### config.mk
export PLATFORM = sky130hd
export DESIGN_NAME = swtm_ctrl
export DESIGN_NICKNAME = d
export VERILOG_FILES = /design/src/rtl/core/swtm_pkg.sv /design/src/rtl/core/swtm_ctrl.sv
export SDC_FILE = /design/constraint.sdc
export NUM_CORES = 1
export LEC_CHECK = 0
export ABC_AREA = 1
export BUFFER_PORTS_ARGS = -buffer_cell sky130_fd_sc_hd__buf_2
export CORE_AREA = 2 2 39 41
export CTS_CLUSTER_DIAMETER = 150
export CTS_CLUSTER_SIZE = 14
export DETAILED_ROUTE_END_ITERATION = 6
export DIE_AREA = 0 0 41 43
export HOLD_SLACK_MARGIN = 0.08
export PLACE_DENSITY = 0.73
export SETUP_SLACK_MARGIN = 0.3
export SLEW_MARGIN = 25
export SYNTH_ARGS = -nofsm -noshare
export SYNTH_HDL_FRONTEND = slang
export SYNTH_SLANG_ARGS = --single-unit
### constraint.sdc
create_clock -name clk -period 1.4 [get_ports clk]
set_input_delay 0.42 -clock clk [delete_from_list [all_inputs] [get_ports clk]]
set_output_delay 0.42 -clock clk [all_outputs]
set_load 0.005 [all_outputs]
### src/rtl/core/swtm_pkg.sv
// swtm_pkg: shared types and constants of the sliding window traffic meter.
// No dependencies. Used by swtm_ctrl, swtm_dp and sliding_window_traffic_meter_unit.
`timescale 1ns / 1ps
`default_nettype none
package swtm_pkg;

	localparam int unsigned TimeW  = 48;
	localparam int unsigned SumW   = 40;
	localparam int unsigned LatW   = 64;
	localparam int unsigned DivCnt = 64;
	localparam logic [47:0] WinReset = 48'd1000000;
	localparam logic [39:0] Max40 = {40{1'b1}};
	localparam logic [31:0] Max32 = {32{1'b1}};
	localparam logic [15:0] Max16 = {16{1'b1}};

	typedef enum logic [2:0] {
		FN_PKT    = 3'd0,
		FN_TXN    = 3'd1,
		FN_OPEN   = 3'd2,
		FN_CLOSE  = 3'd3,
		FN_SNAP   = 3'd4,
		FN_CLEAR  = 3'd5
	} func_t;

	typedef enum logic [2:0] {
		ST_IDLE,
		ST_WAIT,
		ST_EXEC,
		ST_PWAIT,
		ST_PCHK,
		ST_DIV,
		ST_DONE
	} state_t;

	typedef struct packed {
		logic load_item;
		logic push_pkt;
		logic push_txn;
		logic stream_inc;
		logic stream_dec;
		logic prune_now;
		logic prune_last;
		logic clear;
		logic pop_pkt;
		logic pop_txn;
		logic div_start;
		logic div_step;
		logic load_out;
	} cmd_t;

	typedef struct packed {
		logic [2:0] func;
		logic       complete;
		logic       has_time;
		logic       last_valid;
		logic       pkt_old;
		logic       txn_old;
		logic       div_busy;
		logic       out_free;
	} sts_t;

endpackage
`default_nettype wire

### src/rtl/core/swtm_ctrl.sv
// swtm_ctrl: sequencer of the traffic meter; issues datapath commands per request.
// Depends on swtm_pkg.
`timescale 1ns / 1ps
`default_nettype none
module swtm_ctrl (
	input  wire logic          clk,
	input  wire logic          arst_n,
	input  wire logic          in_valid,
	output logic               in_ready,
	input  swtm_pkg::sts_t     sts,
	output swtm_pkg::cmd_t     cmd
);

	swtm_pkg::state_t state_q, state_d;

	always_ff @(posedge clk or negedge arst_n) begin
		if (!arst_n) begin
			state_q <= swtm_pkg::ST_IDLE;
		end else begin
			state_q <= state_d;
		end
	end

	always_comb begin
		state_d  = state_q;
		cmd      = '0;
		in_ready = 1'b0;
		case (state_q)
			swtm_pkg::ST_IDLE: begin
				in_ready = 1'b1;
				if (in_valid) begin
					cmd.load_item = 1'b1;
					state_d = swtm_pkg::ST_WAIT;
				end
			end
			swtm_pkg::ST_WAIT: begin
				state_d = swtm_pkg::ST_EXEC;
			end
			swtm_pkg::ST_EXEC: begin
				state_d = swtm_pkg::ST_DONE;
				case (swtm_pkg::func_t'(sts.func))
					swtm_pkg::FN_PKT: begin
						cmd.push_pkt = 1'b1;
						state_d = swtm_pkg::ST_PWAIT;
					end
					swtm_pkg::FN_TXN: begin
						if (sts.complete) begin
							cmd.push_txn = 1'b1;
							state_d = swtm_pkg::ST_PWAIT;
						end
					end
					swtm_pkg::FN_OPEN:  cmd.stream_inc = 1'b1;
					swtm_pkg::FN_CLOSE: cmd.stream_dec = 1'b1;
					swtm_pkg::FN_SNAP: begin
						if (sts.has_time) begin
							cmd.prune_now = 1'b1;
							state_d = swtm_pkg::ST_PWAIT;
						end else if (sts.last_valid) begin
							cmd.prune_last = 1'b1;
							state_d = swtm_pkg::ST_PWAIT;
						end
					end
					swtm_pkg::FN_CLEAR: cmd.clear = 1'b1;
					default: ;
				endcase
			end
			swtm_pkg::ST_PWAIT: begin
				state_d = swtm_pkg::ST_PCHK;
			end
			swtm_pkg::ST_PCHK: begin
				if (sts.pkt_old) begin
					cmd.pop_pkt = 1'b1;
					state_d = swtm_pkg::ST_PWAIT;
				end else if (sts.txn_old) begin
					cmd.pop_txn = 1'b1;
					state_d = swtm_pkg::ST_PWAIT;
				end else if (swtm_pkg::func_t'(sts.func) == swtm_pkg::FN_TXN) begin
					cmd.div_start = 1'b1;
					state_d = swtm_pkg::ST_DIV;
				end else begin
					state_d = swtm_pkg::ST_DONE;
				end
			end
			swtm_pkg::ST_DIV: begin
				if (sts.div_busy) begin
					cmd.div_step = 1'b1;
				end else begin
					state_d = swtm_pkg::ST_DONE;
				end
			end
			swtm_pkg::ST_DONE: begin
				if (sts.out_free) begin
					cmd.load_out = 1'b1;
					state_d = swtm_pkg::ST_IDLE;
				end
			end
			default: state_d = swtm_pkg::ST_IDLE;
		endcase
	end

endmodule
`default_nettype wire

==> out/results.txt <==
Result of the run: finished, violations left
Violated checks: negative setup slack
Worst setup slack for register-to-register paths: 0.06 ns
Post-synthesis sequential area ratio: 0.176
Buffers and inverters on the worst path: 2
Post-synth design cell area: 427 µm²
Count of max-cap constraint violations: 0
Register ranked first by flip-flop count: state_q
Clock latency reported for the late side of the worst-skew pair: 0.23 ns
Average instance area after synthesis: 5.54 µm²
Detailed Routing Iterations Pass 1: 4
Kind of cell adding the most delay to the critical path: flip-flops
Initial antenna violation count: 0
Required time reported for the critical path endpoint: 0.98 ns
Top Ports: 27
Chip Height: 43 µm
Worst hold-check path type: primary input to async pin
Clock tree root buffer cell: sky130_fd_sc_hd__clkbuf_4
Longest individual stage delay on the worst path: 0.43 ns
Clock network power share: 0.111
Largest registers: state_q: 3 flops
Placement Rows: 14
Minimum clock period after layout: 1.70 ns
Post-synthesis cell count: 77
DR WL/cell: 9.87 µm
Remaining routing DRC violations: 0
Pin count of the biggest net entering global routing: 7
List of cells traversed by the critical path: nor3_4 -> buf_4 -> nand2_1 -> nor2_1 -> buf_2
Startpoint of the worst register-to-register path: state_q[0]
Total net switching power: 0.611 mW
Routed vias: 666
Sequential Power Share: 0.142
Number of flip-flops in the largest register: 3
DR vias/cell: 4.63
TritonCTS buffer count: 3
PnR worst setup slack: -0.297 ns
Synthesis-stage register bit count: 3
Via count of the first global-routing pass: 571
Total track usage: 0.165
Tcrit/Tclk final: 1.21
Measured slew at the worst slew-check pin: 0.190 ns
Number of max-slew violations in the final report: 0
PwrDens: 1460 nW/µm²
Clk sinks: 3
Post-detailed-placement cell area: 777 µm²
Internal power of the cells: 0.707 mW
Buffers on Ports: 26
Clock-pin slew on the worst setup and hold paths: 0.04 ns
Synth Warn #: 0
Placed cells: 138
Achievable clock frequency: 0.589 GHz
CP max-delay cell: sky130_fd_sc_hd__dfrtp_2
Register-to-Register Path Depth: 10
Wire length of the first global-routing pass: 2.04 mm
Drt total wl: 1.42 mm
Final Hold Fails: 0
Proportion of layout cells with a drive suffix above 1: 0.625
Total setup violations reported at the end of the flow: 14
Net count reported at finish: 142
Core area: 1380 µm²
Finished Layout Cells: 144
Worst clock skew on the final layout: 0.00295 ns
RSZ-0062 raised after global routing: yes
Number of diodes added for antenna fixing: 0
Combinational group share of total power: 0.748
Number of distinct standard cells referenced by the synthesized netlist: 20
Final std cell area, no fill: 902 µm²
Area growth, synth to finish: 111%
Leak Pwr: 0.480 nW
H-tree level count: 1
Worst R2R End: state_q[0]
CTS tree: done
GR Overflow Total: 0
Net count of the mapped netlist: 90
Area of the die: 1760 µm²
Placed wire-length estimate after detailed placement: 1.08 mm
Worst rel slew slack: 0.873
Data arrival, critical path: 1.28 ns
Maximum buffer depth of the clock tree: 2
Post-route antenna net violation count: 0
Iteration-0 DRC Markers: 4
Critical path launch point type: flop
Switching share of total power: 0.464
Setup tns final: -3.55 ns
Crit Path Category: flop to output port
Horizontal extent of the die: 41 µm
Critical path fanouts, max: 4
Largest vdd supply drop: 0.924 mV
Effective utilization at floorplan: 0.308
Count of filler cells inserted in the layout: 131
Global placement routability congestion: 0.821
Type of element capturing the critical path: output port
[metal layers]
metal,global-route usage,vias to the layer above,wire [µm],share of wire
li1,-,348,-,-
met5,0,-,0,0
met4,0.0600,0,0,0
met1,0.174,301,535,0.38
met3,0.0157,0,64,0.045
met2,0.306,17,821,0.58
[how the worst max path moves through the flow]
stage	start	endpoint	slack, ns	cells past startpoint
after floorplan	state_q[0]	cmd[10]	0.02	3
after global placement	sts[8]	cmd[2]	-0.15	7
after detailed placement	sts[8]	cmd[2]	-0.19	7
after CTS	state_q[0]	cmd[9]	-0.28	4
after global routing	state_q[0]	cmd[9]	-0.38	4
final	state_q[0]	cmd[7]	-0.30	5
[what timing repair did]
action,4_1_cts,5_1_grt
hold buffers,1,0
pin swaps,1,3
resized for setup,7,13
endpoints found under the setup margin,17,17
cloned,0,0
setup buffers,0,1
endpoints found under the hold margin,3,0
[cell type report]
| type | instances | area [µm²] | share of cell area |
|---|---|---|---|
| clock buffers | 4 | 26.3 | 0.0291 |
| well taps | 16 | 20.0 | 0.0222 |
| flip-flops and latches | 3 | 77.6 | 0.0860 |
| repair buffers | 47 | 314 | 0.348 |
| inverters | 17 | 77.6 | 0.0860 |
| multi-input cells | 57 | 387 | 0.429 |
[layout by cell type (no fill, tap or decap), types with 2 or more instances in the layout]
cell                        n
sky130_fd_sc_hd__nand3_1    4
sky130_fd_sc_hd__dfrtp_2    2
sky130_fd_sc_hd__clkbuf_4   3
sky130_fd_sc_hd__buf_4     16
sky130_fd_sc_hd__nor2_2     3
sky130_fd_sc_hd__inv_4      2
sky130_fd_sc_hd__buf_2     26
sky130_fd_sc_hd__nor4_2     3
sky130_fd_sc_hd__inv_2      5
sky130_fd_sc_hd__nand2_2    2
sky130_fd_sc_hd__nor2_4     3
sky130_fd_sc_hd__buf_6      3
sky130_fd_sc_hd__nand2_1   19
sky130_fd_sc_hd__nand3_2    2
sky130_fd_sc_hd__inv_1      8
sky130_fd_sc_hd__nor2_1     8
sky130_fd_sc_hd__nor3_2     3
sky130_fd_sc_hd__nor4_4     2
[power by group through the flow]
stage	Clock (mW)	Sequential (mW)	Combinational (mW)
after floorplan	0	0.197	0.394
after global placement	0	0.176	0.781
after detailed placement	0	0.179	0.794
after CTS	0.151	0.182	0.852
after global routing	0.162	0.193	1.09
final	0.146	0.187	0.985
[synth_stat cells (all sizes together)]
library cell   n  area [µm²]
clkinv         1        5.00
nor3           4        31.3
inv           16        60.1
nor2          14        60.1
nand3          7        40.0
a31oi          1        6.26
nor4           5        37.5
nand3b         1        7.51
nand2         21        81.3
dfrtp          3        75.1
a21oi          1        5.00
o21ai          2        10.0
o211ai         1        7.51
[worst reg2reg max path, cell delays in order, from the launching register on]
cell and delay, ns:
sky130_fd_sc_hd__dfrtp_2 0.43, sky130_fd_sc_hd__buf_4 0.15, sky130_fd_sc_hd__buf_6 0.12, sky130_fd_sc_hd__inv_6 0.06, sky130_fd_sc_hd__nor2_4 0.04, sky130_fd_sc_hd__nand3_2 0.07
sky130_fd_sc_hd__buf_6 0.11, sky130_fd_sc_hd__nand3_4 0.06, sky130_fd_sc_hd__nor2_4 0.12, sky130_fd_sc_hd__nand2_1 0.06, sky130_fd_sc_hd__nand2_1 0.06
[logic make-up after synthesis]
group / synth area share
compound gates: 0.0674
buf+inv: 0.152
flops: 0.176
simple gates: 0.604
[through the flow]
stage / utilization / power (mW) / setup WS (ns) / hold slack [ns]
2_1_floorplan: - / 0.591 / 0.0210 / 0.124
3_3_place_gp: 0.561 / 0.957 / -0.148 / 0.214
3_5_place_dp: 0.561 / 0.973 / -0.194 / 0.218
4_1_cts: 0.605 / 1.19 / -0.278 / 0.511
5_1_grt: 0.652 / 1.44 / -0.380 / 0.508
6_report: 0.652 / 1.32 / -0.297 / 0.517
No activity file was read; power rests on OpenSTA's default activity.
